`src/design/imm_pkg.sv`:
```
// ----------------------------------------------------------------------------
// imm_pkg
// Shared widths, codes and types of the integer matrix multiply.
// ----------------------------------------------------------------------------
`timescale 1ns / 1ps
`default_nettype none

package imm_pkg;

  localparam int unsigned MAX_DIM_DEF = 8;
  localparam int unsigned DATA_W      = 32;
  localparam int unsigned CMD_W       = 2;
  localparam int unsigned ROW_W       = 3;
  localparam int unsigned COL_W       = 3;
  localparam int unsigned CFG_W       = 4;
  localparam int unsigned CFG_IDX_W   = 2;

  typedef enum logic [CMD_W-1:0] {
    CMD_WRITE_A = 2'd0,
    CMD_WRITE_B = 2'd1,
    CMD_START   = 2'd2
  } cmd_e;

  typedef enum logic [CFG_IDX_W-1:0] {
    CFG_ROWS_A    = 2'd0,
    CFG_INNER_DIM = 2'd1,
    CFG_COLS_B    = 2'd2
  } cfg_idx_e;

  typedef struct packed {
    logic [CMD_W-1:0]         cmd;
    logic [ROW_W-1:0]         row_index;
    logic [COL_W-1:0]         col_index;
    logic signed [DATA_W-1:0] element_value;
  } imm_in_t;

  typedef struct packed {
    logic [ROW_W-1:0]         out_row;
    logic [COL_W-1:0]         out_col;
    logic signed [DATA_W-1:0] product_value;
    logic                     last_element;
  } imm_out_t;

  // tags that travel with each operand read through the MAC pipeline
  typedef struct packed {
    logic valid;
    logic first;
    logic last;
  } mac_ctl_t;

endpackage

`default_nettype wire

```
`src/design/imm_stream_if.sv`:
```
// ----------------------------------------------------------------------------
// imm_stream_if
// Valid/ready channel carrying one payload item per transfer.
// ----------------------------------------------------------------------------
`timescale 1ns / 1ps
`default_nettype none

interface imm_stream_if #(
  parameter type payload_t = logic
) ();

  logic     valid;
  logic     ready;
  payload_t data;

  modport source (output valid, output data, input ready);
  modport sink   (input valid, input data, output ready);

endinterface

`default_nettype wire

```
`src/design/imm_store.sv`:
```
// ----------------------------------------------------------------------------
// imm_store
// Element memories for matrices A and B, one write and one registered read each.
// ----------------------------------------------------------------------------
`timescale 1ns / 1ps
`default_nettype none

module imm_store #(
  parameter int unsigned MaxDim = imm_pkg::MAX_DIM_DEF,
  parameter int unsigned AddrW  = (MaxDim > 1) ? $clog2(MaxDim * MaxDim) : 1
) (
  input  wire logic                        clk_i,
  input  wire logic                        wr_a_i,
  input  wire logic                        wr_b_i,
  input  wire logic [AddrW-1:0]            wr_addr_i,
  input  wire logic [imm_pkg::DATA_W-1:0]  wr_data_i,
  input  wire logic                        rd_en_i,
  input  wire logic [AddrW-1:0]            rd_addr_a_i,
  input  wire logic [AddrW-1:0]            rd_addr_b_i,
  output      logic [imm_pkg::DATA_W-1:0]  a_data_o,
  output      logic [imm_pkg::DATA_W-1:0]  b_data_o
);

  import imm_pkg::*;

  localparam int unsigned Depth = MaxDim * MaxDim;

  logic [DATA_W-1:0] mem_a [Depth];
  logic [DATA_W-1:0] mem_b [Depth];

  always_ff @(posedge clk_i) begin
    if (wr_a_i) begin
      mem_a[wr_addr_i] <= wr_data_i;
    end
    if (rd_en_i) begin
      a_data_o <= mem_a[rd_addr_a_i];
    end
  end

  always_ff @(posedge clk_i) begin
    if (wr_b_i) begin
      mem_b[wr_addr_i] <= wr_data_i;
    end
    if (rd_en_i) begin
      b_data_o <= mem_b[rd_addr_b_i];
    end
  end

endmodule

`default_nettype wire

```
`src/design/imm_mac.sv`:
```
// ----------------------------------------------------------------------------
// imm_mac
// Multiply-accumulate pipeline: align, multiply, accumulate.
// ----------------------------------------------------------------------------
`timescale 1ns / 1ps
`default_nettype none

module imm_mac (
  input  wire logic                        clk_i,
  input  wire logic                        rst_ni,
  input  wire imm_pkg::mac_ctl_t           issue_i,
  input  wire logic [imm_pkg::DATA_W-1:0]  a_data_i,
  input  wire logic [imm_pkg::DATA_W-1:0]  b_data_i,
  output      logic [imm_pkg::DATA_W-1:0]  acc_o,
  output      logic                        done_o
);

  import imm_pkg::*;

  mac_ctl_t          s1_q, s2_q;
  logic [DATA_W-1:0] prod_q, prod_d;
  logic [DATA_W-1:0] acc_q, acc_d;
  logic              done_q, done_d;

  // low half of the product is the same for signed and unsigned operands
  assign prod_d = a_data_i * b_data_i;

  always_comb begin
    acc_d  = acc_q;
    done_d = 1'b0;
    if (s2_q.valid) begin
      acc_d  = s2_q.first ? prod_q : acc_q + prod_q;
      done_d = s2_q.last;
    end
  end

  always_ff @(posedge clk_i or negedge rst_ni) begin
    if (!rst_ni) begin
      s1_q   <= '0;
      s2_q   <= '0;
      done_q <= 1'b0;
    end else begin
      s1_q   <= issue_i;
      s2_q   <= s1_q;
      done_q <= done_d;
    end
  end

  always_ff @(posedge clk_i) begin
    prod_q <= prod_d;
    acc_q  <= acc_d;
  end

  assign acc_o  = acc_q;
  assign done_o = done_q;

endmodule

`default_nettype wire

```
`src/design/imm_ctrl.sv`:
```
// ----------------------------------------------------------------------------
// imm_ctrl
// Config registers, load handling, sweep sequencer and output register.
// ----------------------------------------------------------------------------
`timescale 1ns / 1ps
`default_nettype none

module imm_ctrl #(
  parameter int unsigned MaxDim = imm_pkg::MAX_DIM_DEF,
  parameter int unsigned AddrW  = (MaxDim > 1) ? $clog2(MaxDim * MaxDim) : 1
) (
  input  wire logic                          clk_i,
  input  wire logic                          rst_ni,
  input  wire logic                          cfg_we_i,
  input  wire logic [imm_pkg::CFG_IDX_W-1:0] cfg_idx_i,
  input  wire logic [imm_pkg::CFG_W-1:0]     cfg_wdata_i,
  imm_stream_if.sink                         in_i,
  imm_stream_if.source                       out_o,
  output      logic                          wr_a_o,
  output      logic                          wr_b_o,
  output      logic [AddrW-1:0]              wr_addr_o,
  output      logic [imm_pkg::DATA_W-1:0]    wr_data_o,
  output      logic                          rd_en_o,
  output      logic [AddrW-1:0]              rd_addr_a_o,
  output      logic [AddrW-1:0]              rd_addr_b_o,
  output      imm_pkg::mac_ctl_t             issue_o,
  input  wire logic [imm_pkg::DATA_W-1:0]    acc_i,
  input  wire logic                          done_i
);

  import imm_pkg::*;

  localparam int unsigned IdxW = (MaxDim > 1) ? $clog2(MaxDim) : 1;
  localparam int unsigned CmpW = CFG_W + 1;

  typedef enum logic [3:0] {
    S_IDLE  = 4'b0001,
    S_ISSUE = 4'b0010,
    S_WAIT  = 4'b0100,
    S_EMIT  = 4'b1000
  } state_e;

  // effective last index: zero counts as one, oversize clamps to MaxDim
  function automatic logic [IdxW-1:0] last_idx(logic [CFG_W-1:0] r);
    logic [CmpW-1:0] v;
    v = {1'b0, r};
    if (v == '0) begin
      v = CmpW'(1);
    end else if (v > CmpW'(MaxDim)) begin
      v = CmpW'(MaxDim);
    end
    return IdxW'(v - CmpW'(1));
  endfunction

  state_e            state_q, state_d;
  logic [CFG_W-1:0]  rows_q, inner_q, cols_q;
  logic [IdxW-1:0]   r_q, r_d, c_q, c_d, k_q, k_d;
  logic [IdxW-1:0]   lim_r, lim_k, lim_c;
  logic              out_valid_q, out_valid_d;
  imm_out_t          out_data_q, out_data_d;
  logic              in_ready, in_xfer, in_range, last_elem;

  assign lim_r = last_idx(rows_q);
  assign lim_k = last_idx(inner_q);
  assign lim_c = last_idx(cols_q);

  assign in_ready = (state_q == S_IDLE);
  assign in_xfer  = in_i.valid && in_ready;
  assign in_range = (int'(in_i.data.row_index) < MaxDim) &&
                    (int'(in_i.data.col_index) < MaxDim);

  assign wr_a_o    = in_xfer && in_range && (in_i.data.cmd == CMD_WRITE_A);
  assign wr_b_o    = in_xfer && in_range && (in_i.data.cmd == CMD_WRITE_B);
  assign wr_addr_o = AddrW'(in_i.data.row_index) * AddrW'(MaxDim) +
                     AddrW'(in_i.data.col_index);
  assign wr_data_o = in_i.data.element_value;

  assign rd_addr_a_o = AddrW'(r_q) * AddrW'(MaxDim) + AddrW'(k_q);
  assign rd_addr_b_o = AddrW'(k_q) * AddrW'(MaxDim) + AddrW'(c_q);
  assign rd_en_o     = issue_o.valid;

  assign last_elem = (r_q == lim_r) && (c_q == lim_c);

  always_comb begin
    state_d     = state_q;
    r_d         = r_q;
    c_d         = c_q;
    k_d         = k_q;
    out_valid_d = out_valid_q && !out_o.ready;
    out_data_d  = out_data_q;
    issue_o     = '0;
    case (state_q)
      S_IDLE: begin
        if (in_xfer && (in_i.data.cmd == CMD_START)) begin
          r_d     = '0;
          c_d     = '0;
          k_d     = '0;
          state_d = S_ISSUE;
        end
      end
      S_ISSUE: begin
        issue_o.valid = 1'b1;
        issue_o.first = (k_q == '0);
        issue_o.last  = (k_q == lim_k);
        if (k_q == lim_k) begin
          state_d = S_WAIT;
        end else begin
          k_d = k_q + IdxW'(1);
        end
      end
      S_WAIT: begin
        if (done_i) begin
          state_d = S_EMIT;
        end
      end
      S_EMIT: begin
        // hold until the output register is free or drains this cycle
        if (!out_valid_q || out_o.ready) begin
          out_valid_d                = 1'b1;
          out_data_d.out_row         = ROW_W'(r_q);
          out_data_d.out_col         = COL_W'(c_q);
          out_data_d.product_value   = acc_i;
          out_data_d.last_element    = last_elem;
          k_d                        = '0;
          if (last_elem) begin
            state_d = S_IDLE;
          end else begin
            state_d = S_ISSUE;
            if (c_q == lim_c) begin
              c_d = '0;
              r_d = r_q + IdxW'(1);
            end else begin
              c_d = c_q + IdxW'(1);
            end
          end
        end
      end
      default: begin
        state_d = S_IDLE;
      end
    endcase
  end

  always_ff @(posedge clk_i or negedge rst_ni) begin
    if (!rst_ni) begin
      state_q     <= S_IDLE;
      r_q         <= '0;
      c_q         <= '0;
      k_q         <= '0;
      out_valid_q <= 1'b0;
      rows_q      <= CFG_W'(1);
      inner_q     <= CFG_W'(1);
      cols_q      <= CFG_W'(1);
    end else begin
      state_q     <= state_d;
      r_q         <= r_d;
      c_q         <= c_d;
      k_q         <= k_d;
      out_valid_q <= out_valid_d;
      if (cfg_we_i) begin
        case (cfg_idx_i)
          CFG_ROWS_A:    rows_q  <= cfg_wdata_i;
          CFG_INNER_DIM: inner_q <= cfg_wdata_i;
          CFG_COLS_B:    cols_q  <= cfg_wdata_i;
          default: begin
          end
        endcase
      end
    end
  end

  always_ff @(posedge clk_i) begin
    out_data_q <= out_data_d;
  end

  assign in_i.ready  = in_ready;
  assign out_o.valid = out_valid_q;
  assign out_o.data  = out_data_q;

endmodule

`default_nettype wire

```
`src/design/integer_matrix_multiply.sv`:
```
// ----------------------------------------------------------------------------
// integer_matrix_multiply
// Signed 32-bit dense matrix multiply over element memories for A and B.
// ----------------------------------------------------------------------------
//  channel  | dir | payload                                        | transfer
//  in_i     | in  | cmd, row_index, col_index, element_value       | valid & ready
//  out_o    | out | out_row, out_col, product_value, last_element  | valid & ready
//  cfg      | in  | cfg_idx_i, cfg_wdata_i                         | cfg_we_i
//
//  Load items are taken back to back, one per cycle, while the block is idle.
//  A start holds in_i.ready low for the whole sweep: each product element
//  reads one A/B pair per cycle through the single read port of each memory,
//  then drains the 3-stage MAC before reaching the output reg.
//  A stalled output holds the sweep; once the last element is registered the
//  block takes new items while it waits. Reset gives dims of 1, memories
//  keep their contents undefined until written.
// ----------------------------------------------------------------------------
`timescale 1ns / 1ps
`default_nettype none

module integer_matrix_multiply #(
  parameter int unsigned MAX_DIM = imm_pkg::MAX_DIM_DEF
) (
  input  wire logic                          clk_i,
  input  wire logic                          rst_ni,
  input  wire logic                          cfg_we_i,
  input  wire logic [imm_pkg::CFG_IDX_W-1:0] cfg_idx_i,
  input  wire logic [imm_pkg::CFG_W-1:0]     cfg_wdata_i,
  imm_stream_if.sink                         in_i,
  imm_stream_if.source                       out_o
);

  import imm_pkg::*;

  localparam int unsigned AddrW = (MAX_DIM > 1) ? $clog2(MAX_DIM * MAX_DIM) : 1;

  logic              wr_a, wr_b, rd_en, done;
  logic [AddrW-1:0]  wr_addr, rd_addr_a, rd_addr_b;
  logic [DATA_W-1:0] wr_data, a_data, b_data, acc;
  mac_ctl_t          issue;

  imm_ctrl #(
    .MaxDim (MAX_DIM),
    .AddrW  (AddrW)
  ) u_ctrl (
    .clk_i       (clk_i),
    .rst_ni      (rst_ni),
    .cfg_we_i    (cfg_we_i),
    .cfg_idx_i   (cfg_idx_i),
    .cfg_wdata_i (cfg_wdata_i),
    .in_i        (in_i),
    .out_o       (out_o),
    .wr_a_o      (wr_a),
    .wr_b_o      (wr_b),
    .wr_addr_o   (wr_addr),
    .wr_data_o   (wr_data),
    .rd_en_o     (rd_en),
    .rd_addr_a_o (rd_addr_a),
    .rd_addr_b_o (rd_addr_b),
    .issue_o     (issue),
    .acc_i       (acc),
    .done_i      (done)
  );

  imm_store #(
    .MaxDim (MAX_DIM),
    .AddrW  (AddrW)
  ) u_store (
    .clk_i       (clk_i),
    .wr_a_i      (wr_a),
    .wr_b_i      (wr_b),
    .wr_addr_i   (wr_addr),
    .wr_data_i   (wr_data),
    .rd_en_i     (rd_en),
    .rd_addr_a_i (rd_addr_a),
    .rd_addr_b_i (rd_addr_b),
    .a_data_o    (a_data),
    .b_data_o    (b_data)
  );

  imm_mac u_mac (
    .clk_i    (clk_i),
    .rst_ni   (rst_ni),
    .issue_i  (issue),
    .a_data_i (a_data),
    .b_data_i (b_data),
    .acc_o    (acc),
    .done_o   (done)
  );

endmodule

`default_nettype wire

```
`src/flat_wrapper.sv`:
```
// flat-port wrapper written by rule: the top's interface ports become plain ports
module integer_matrix_multiply_flat import imm_pkg::*;
#(
  parameter int unsigned MAX_DIM = imm_pkg::MAX_DIM_DEF
)
  (clk_i, rst_ni, cfg_we_i, cfg_idx_i, cfg_wdata_i, in_i_valid, in_i_data, in_i_ready, out_o_valid, out_o_data, out_o_ready);
  imm_stream_if #(.payload_t(imm_in_t)) in_i_i ();
  imm_stream_if #(.payload_t(imm_out_t)) out_o_i ();
  input  wire logic clk_i;
  input  wire logic rst_ni;
  input  wire logic cfg_we_i;
  input  wire logic [imm_pkg::CFG_IDX_W-1:0] cfg_idx_i;
  input  wire logic [imm_pkg::CFG_W-1:0] cfg_wdata_i;
  input wire logic [$bits(in_i_i.valid)-1:0] in_i_valid;
  input wire logic [$bits(in_i_i.data)-1:0] in_i_data;
  output wire logic [$bits(in_i_i.ready)-1:0] in_i_ready;
  output wire logic [$bits(out_o_i.valid)-1:0] out_o_valid;
  output wire logic [$bits(out_o_i.data)-1:0] out_o_data;
  input wire logic [$bits(out_o_i.ready)-1:0] out_o_ready;
  assign in_i_i.valid = in_i_valid;
  assign in_i_i.data = in_i_data;
  assign in_i_ready = in_i_i.ready;
  assign out_o_valid = out_o_i.valid;
  assign out_o_data = out_o_i.data;
  assign out_o_i.ready = out_o_ready;
  integer_matrix_multiply #(.MAX_DIM(MAX_DIM)) u_core (.clk_i(clk_i), .rst_ni(rst_ni), .cfg_we_i(cfg_we_i), .cfg_idx_i(cfg_idx_i), .cfg_wdata_i(cfg_wdata_i), .in_i(in_i_i), .out_o(out_o_i));
endmodule
```
`config.mk`:
```
export PLATFORM = sky130hd
export DESIGN_NAME = integer_matrix_multiply_flat
export DESIGN_NICKNAME = d
export VERILOG_FILES = /design/src/design/imm_pkg.sv /design/src/design/imm_stream_if.sv /design/src/design/imm_store.sv /design/src/design/imm_mac.sv /design/src/design/imm_ctrl.sv /design/src/design/integer_matrix_multiply.sv /design/src/flat_wrapper.sv
export SDC_FILE = /design/constraint.sdc
export NUM_CORES = 2
export LEC_CHECK = 0
export BUFFER_PORTS_ARGS = -buffer_cell sky130_fd_sc_hd__buf_2
export CAP_MARGIN = 20
export CORE_ASPECT_RATIO = 1.25
export CORE_UTILIZATION = 29
export CTS_BUF_LIST = sky130_fd_sc_hd__clkbuf_4 sky130_fd_sc_hd__clkbuf_8 sky130_fd_sc_hd__clkbuf_16
export CTS_CLUSTER_DIAMETER = 80
export DETAILED_ROUTE_END_ITERATION = 10
export GPL_TIMING_DRIVEN = 0
export PLACE_DENSITY = 0.48
export SLEW_MARGIN = 20
export SYNTH_ARGS = -nofsm -noshare
export SYNTH_HDL_FRONTEND = slang
export SYNTH_SLANG_ARGS = --single-unit
```
`constraint.sdc`:
```
create_clock -name clk_i -period 11.84 [get_ports clk_i]
set_input_delay 1.184 -clock clk_i [delete_from_list [all_inputs] [get_ports clk_i]]
set_output_delay 1.184 -clock clk_i [all_outputs]
set_load 0.02 [all_outputs]
```
# Word level (Yosys, flattened, before mapping)
# Memory sizes are Yosys's and may differ from the RTL's. A register that Yosys moved wholly into a read port is not among the register bits.
# Cells that the tools add are included.
[word_totals]
regBits = 136
mem_bits_rw = 4096
input_bits = 51
output_inout_bits = 41
word_cells = 113
memories = 2
[op_classes]
n_addsub = 10
multipliers = 1
magnitude_cmp = 3
n_eq_ne = 18
muxes = 33
n_reduce_logical = 25
[mem_list]
columns = ["memory", "depth", "width", "read_ports", "rd_clocked_by_memory_dff", "write_ports", "line_no", "source"]
rows = [
  ["u_core.u_store.mem_a", 64, 32, 1, 1, 1, "imm_store.sv:28", "logic [DATA_W-1:0] mem_a [Depth];"],
  ["u_core.u_store.mem_b", 64, 32, 1, 1, 1, "imm_store.sv:29", "logic [DATA_W-1:0] mem_b [Depth];"],
]
[op_table]
columns = ["op", "n"]
rows = [
  ["two-way mux 3 bit", 16],
  ["adder 32 bit", 1],
  ["multiplier 32 x 32 -> 32 bit", 1],
  ["two-way mux 32 bit", 1],
  ["adder 6 x 3 -> 6 bit", 3],
  ["two-way mux 4 bit", 4],
  ["one-hot mux 4 bit (4 select lines)", 1],
  ["> comparator 4 bit, second input constant", 3],
  ["zero test 4 bit", 3],
  ["!= test 2 bit, second input constant", 6],
  ["one-hot mux 3 bit (2 select lines)", 2],
  ["AND reduction 4 bit", 3],
  ["adder 3 x 1 -> 3 bit, second input constant", 3],
  ["== test 3 bit", 3],
  ["one-hot mux 3 bit (3 select lines)", 1],
  ["subtractor 3 x 1 -> 3 bit, second input constant", 3],
  ["AND reduction 2 bit", 4],
  ["two-way mux 1 bit", 7],
  ["logical AND 1 bit", 6],
  ["AND reduction 5 bit", 1],
  ["== test 2 x 1 -> 1 bit, second input constant", 2],
  ["== test 2 bit, second input constant", 2],
  ["== test 4 x 1 -> 1 bit, second input constant", 1],
  ["== test 4 x 2 -> 1 bit, second input constant", 1],
  ["other kinds (10)", 12],
]

# Depth between registers and ports, before layout
[logic_depth]
word_depth = 9
mapped_depth = 27
ltp_nobuf = 24

# Cells and area by module
# From an unflattened synthesis, not the netlist that was laid out.
[unflattened]
cells_unflattened = 9152
hier_area_um2 = 181217.6
[by_module_without_submodules]
columns = ["mod", "n_inst", "cells_each", "area_each_um2", "seq_area_each_um2"]
rows = [
  ["imm_store", 1, 6821, 158635.9, 124919.8],
  ["imm_mac", 1, 2092, 19448.7, 1776.7],
  ["imm_ctrl", 1, 239, 3133.0, 1826.8],
]

# Worst setup path after synthesis
# No wires, ideal clock.
[synth_path]
path_type = "flip-flop to flip-flop"
startpoint = "register u_core.u_store.b_data_o[5] in the netlist's numbering (read register of u_core.u_store.mem_b)"
endpoint = "register u_core.u_mac.prod_q[31]"
setup_time_ns = 0.072
t_arrival_ns = 6.581
required_ns = 11.768
slack_ns = 5.187
stages_incl_launch_ff = 25
path_buffers = 2
period_less_slack_ns = 6.653
cell_sequence = "edfxtp_1 -> clkbuf_1 -> and2_1 -> fa_1 -> fa_1 -> fa_1 -> inv_1 -> fa_1 -> inv_1 -> fa_1 -> inv_1 -> fa_1 -> inv_1 -> fa_1 -> fa_1 -> ha_1 -> clkbuf_1 -> and3_1 -> a221oi_1 -> o221a_2 -> nand3_1 -> a21oi_1 -> nor4b_1 -> a211oi_1 -> xnor2_1"
[synth_between]
elab_chain_cells = 1
[synth_rtl]
columns = ["element", "line_no", "source"]
rows = [
  ["start, declared", "imm_store.sv:21", "output logic [imm_pkg::DATA_W-1:0] b_data_o"],
  ["multiplier 32 x 32 -> 32 bit", "imm_mac.sv:26", "assign prod_d = a_data_i * b_data_i;"],
  ["net u_core.u_mac.prod_d[31]", "imm_mac.sv:21", "logic [DATA_W-1:0] prod_q, prod_d;"],
  ["end signal, assigned", "imm_mac.sv:50", "prod_q <= prod_d;"],
  ["end, declared", "imm_mac.sv:21", ""],
]
# The timed path passes the listed nets, and every way through them passes these cells.
# A chain may end at the register's enable or synchronous reset.

# Worst setup path in the final report
[layout_path]
startpoint = "register u_core.u_store.b_data_o[3] in the netlist's numbering (read register of u_core.u_store.mem_b)"
endpoint = "register u_core.u_mac.prod_q[24]"
# The elaborated chain is that of the path after synthesis.

==> run summary <==
Dpl cell area = 197,700 µm²
Largest net degree at the start of global routing = 101
Drt drc = 0
Reg-to-reg setup timing slack = 2620 ps
Status = complete, no violations
Fin crit period = 9221 ps
Overall Global Routing Usage = 17.93%
Final Wtd Congestion = 0.8714
Post-CTS Setup Bufs = 0
Synth warn = 0
Critical Path AT = 10,140 ps
Placed cell count = 16,809
Die Ht = 881.5 µm
Clock transition at path regs = 60 ps
Period utilization = 77.88%
Share of the synthesized area in the top cell type = 70.80%
CTS Sinks = 4,296
Die Wd = 705.6 µm
Peak VDD IR = 1.719 mV
Die ar. = 622,000 µm²
Synth Flop Type = edfxtp_1
First-pass GRT wire length = 773.8 mm
Most common cell after layout, fill and taps aside = edfxtp_1
Post-layout instance area = 211,800 µm²
Crit. End Element = flip-flop
CTS resizes = 0
Min-delay worst type = in2async
RSZ-0062 raised after global routing = no
Synth area leaders = edfxtp_1 71%, mux4_2 17%, fa_1 4.6%
Reg2reg start = u_core.u_store.b_data_o[3]$_DFFE_PP_
Top Family by Delay on Critical Path = adder cells
Critical path class = reg2reg
Sequential cell area = 128,500 µm²
Area Growth Syn to Fin = 18.02%
Fillers = 57,303
IO Pins = 92
WL per Instance = 31.99 µm
Worst Path Buf+Inv = 6
Multi-input logic area = 48,700 µm²
# rows = 322
Syn Nets = 8,972
Maximum clock rate = 108.4 MHz
Cell breakdown of the critical path = clkbuf_1, clkbuf_1, and2_1, fa_1, inv_1, fa_1, fa_1, inv_1, fa_1, ha_1, ha_1, inv_1, fa_1, inv_1, fa_1, ha_1, a211o_1, a2111oi_0, nor2_1, a21o_1, a211oi_1, o21ai_0, xor2_1
Post-Syn Area = 179,500 µm²
Clock Latency Late Sink = 1070 ps
Number of enable flip-flop cells after synthesis = 4,231
Average vias per placed instance = 4.947
Setup Skew = 121.1 ps
Hold_ws = 239.0 ps
Port Buf Inserts = 88
Setup TNS = 0 ps
First drt pass iteration count = 6
Layout cells sized above 1 = 28.71%
Syn_area_per_cell = 21.49 µm²
Largest area contributor in the netlist = edfxtp_1
Post-DRT Antenna Nets = 0
Finished Layout Cells = 17,696
Worst setup SP type = flip-flop
Iter 0 DRT Violations = 8,746
Setup violations, final = 0
Crit-path most repeated cell = fa_1
FF-to-FF End = u_core.u_mac.prod_q[24]$_DFF_P_
Worst relative slew slack = 19.69%
Worst-path fanout max = 10
Remaining Overflow, GRT = 0
Routed WL = 566.1 mm
Clock Tree Buf Depth = 4
DP Wirelength = 409.1 mm
Leakage power = 66.38 nW
Slowest-stage cell, CP = clkbuf_1
Core box area = 615,600 µm²
Final Hold Viols = 0
CTS H-Tree Depth = 5
CTS tree = built
Syn Inst Count = 8,351
#FFs+latches synth = 4,296
Power Dens Cells = 311.2 nW/µm²
FF-to-FF path depth = 23
Nets@finish = 9,770
Starting density of the core = 29.15%
Vias in the first global route = 92,976
Quantity of hold-fixing buffers added after cts = 0
Num CTS Buffers = 438
Asr flop ratio synth = 0.7682%
Max-cap violations = 0
Unique masters post-synth = 76
Vias = 87,550
WP data required = 12,760 ps
Register area share after synthesis = 71.62%
Worst-Margin Slew = 1205 ps
Initial antenna violation count = 65
Slew Viols, Final = 0
Total stage count of the critical path = 23
CP max stage delay = 820 ps
Root Driver = clkbuf_16
Most frequent cells in the layout = 4,231 x edfxtp_1, 1,323 x mux4_2, 445 x clkbuf_16, 409 x fa_1, 399 x inv_1
==> final cells by class <==
| cell class | count | area share [%] |
|---|---|---|
| Sequential cell | 4296 | 60.68 |
| Timing Repair Buffer | 358 | 3.322 |
| Clock inverter | 252 | 0.9198 |
| Tap cell | 8100 | 4.785 |
| Inverter | 402 | 0.7136 |
| Clock buffer | 544 | 5.609 |
| Buffer | 418 | 0.8660 |
| Multi-Input combinational cell | 3235 | 22.99 |
| Antenna cell | 91 | 0.1075 |
==> per-stage QoR <==
stage | utilization, % | worst slack (ps) | total power, W
5_1_grt | 34.39 | 2439 | 0.06966
3_3_place_gp | 30.87 | 2533 | 0.05267
2_1_floorplan | - | 5187 | 0.04470
3_5_place_dp | 32.12 | 2578 | 0.05308
6_report | 34.41 | 2619 | 0.06591
4_1_cts | 34.37 | 2608 | 0.06659
==> power breakdown <==
group | total [W] | switching, W | internal (W)
Combinational | 0.0349 | 0.0202 | 0.0146
Sequential | 0.0175 | 0.000206 | 0.0173
Clock | 0.0135 | 0.00590 | 0.00759
==> cell families after synthesis <==
| logic type | share of synthesized area (%) |
|---|---|
| AOI/OAI and AO/OA | 0.9419 |
| and+or+nand+nor | 2.594 |
| adders and majority gates | 5.685 |
| muxes | 16.80 |
| DFF | 71.62 |
| buffers and inverters | 1.816 |
| xor gates and xnor gates | 0.5466 |
==> registers in the layout, summed over array words and instances, names as in the netlist, 3 cells and up <==
| name | cells |
|---|---|
| u_core.u_ctrl.r_q | 3 |
| u_core.u_ctrl.k_q | 3 |
| u_core.u_mac.prod_q | 32 |
| u_core.u_mac.s2_q | 3 |
| u_core.u_mac.s1_q | 3 |
| u_core.u_ctrl.inner_q | 4 |
| u_core.u_store.mem_b | 2048 |
| u_core.u_mac.acc_o | 32 |
| u_core.u_store.a_data_o | 32 |
| u_core.u_ctrl.state_q | 4 |
| u_core.u_ctrl.c_q | 3 |
| u_core.u_ctrl.cols_q | 4 |
| u_core.u_ctrl.rows_q | 4 |
| u_core.u_store.mem_a | 2048 |
| u_core.u_ctrl.out_o.data | 39 |
| u_core.u_store.b_data_o | 32 |
==> worst max path at each step <==
stage	slack, ps	start	end
global route	2440	u_core.u_store.b_data_o[3]$_DFFE_PP_	u_core.u_mac.prod_q[24]$_DFF_P_
global placement	2530	u_core.u_store.b_data_o[3]$_DFFE_PP_	u_core.u_mac.prod_q[24]$_DFF_P_
floorplan	5190	u_core.u_store.b_data_o[5]$_DFFE_PP_	u_core.u_mac.prod_q[31]$_DFF_P_
finish	2620	u_core.u_store.b_data_o[3]$_DFFE_PP_	u_core.u_mac.prod_q[24]$_DFF_P_
detailed placement	2580	u_core.u_store.b_data_o[3]$_DFFE_PP_	u_core.u_mac.prod_q[24]$_DFF_P_
CTS	2610	u_core.u_store.b_data_o[3]$_DFFE_PP_	u_core.u_mac.prod_q[24]$_DFF_P_
==> routing by layer <==
metal / GRT usage [%] / vias up / routed length (µm)
met3: 2.657 / 742 / 29250
met1: 20.70 / 48475 / 207400
met2: 33.15 / 2822 / 306000
met4: 7.258 / 10 / 23330
li1: - / 35501 / -
met5: 0 / - / 70
==> synth_stat cells, drive strengths merged, types with 24 or more instances <==
cell	count
and2	320
mux4	1323
nor2	176
ha	161
dfxtp	32
buf	173
o21ai	49
edfxtp	4231
clkbuf	245
a21o	28
inv	401
mux2	24
a21oi	49
xor2	37
a211oi	24
xnor2	75
fa	409
nand2	334
dfrtp	29
No activity file was read; power rests on OpenSTA's default activity.
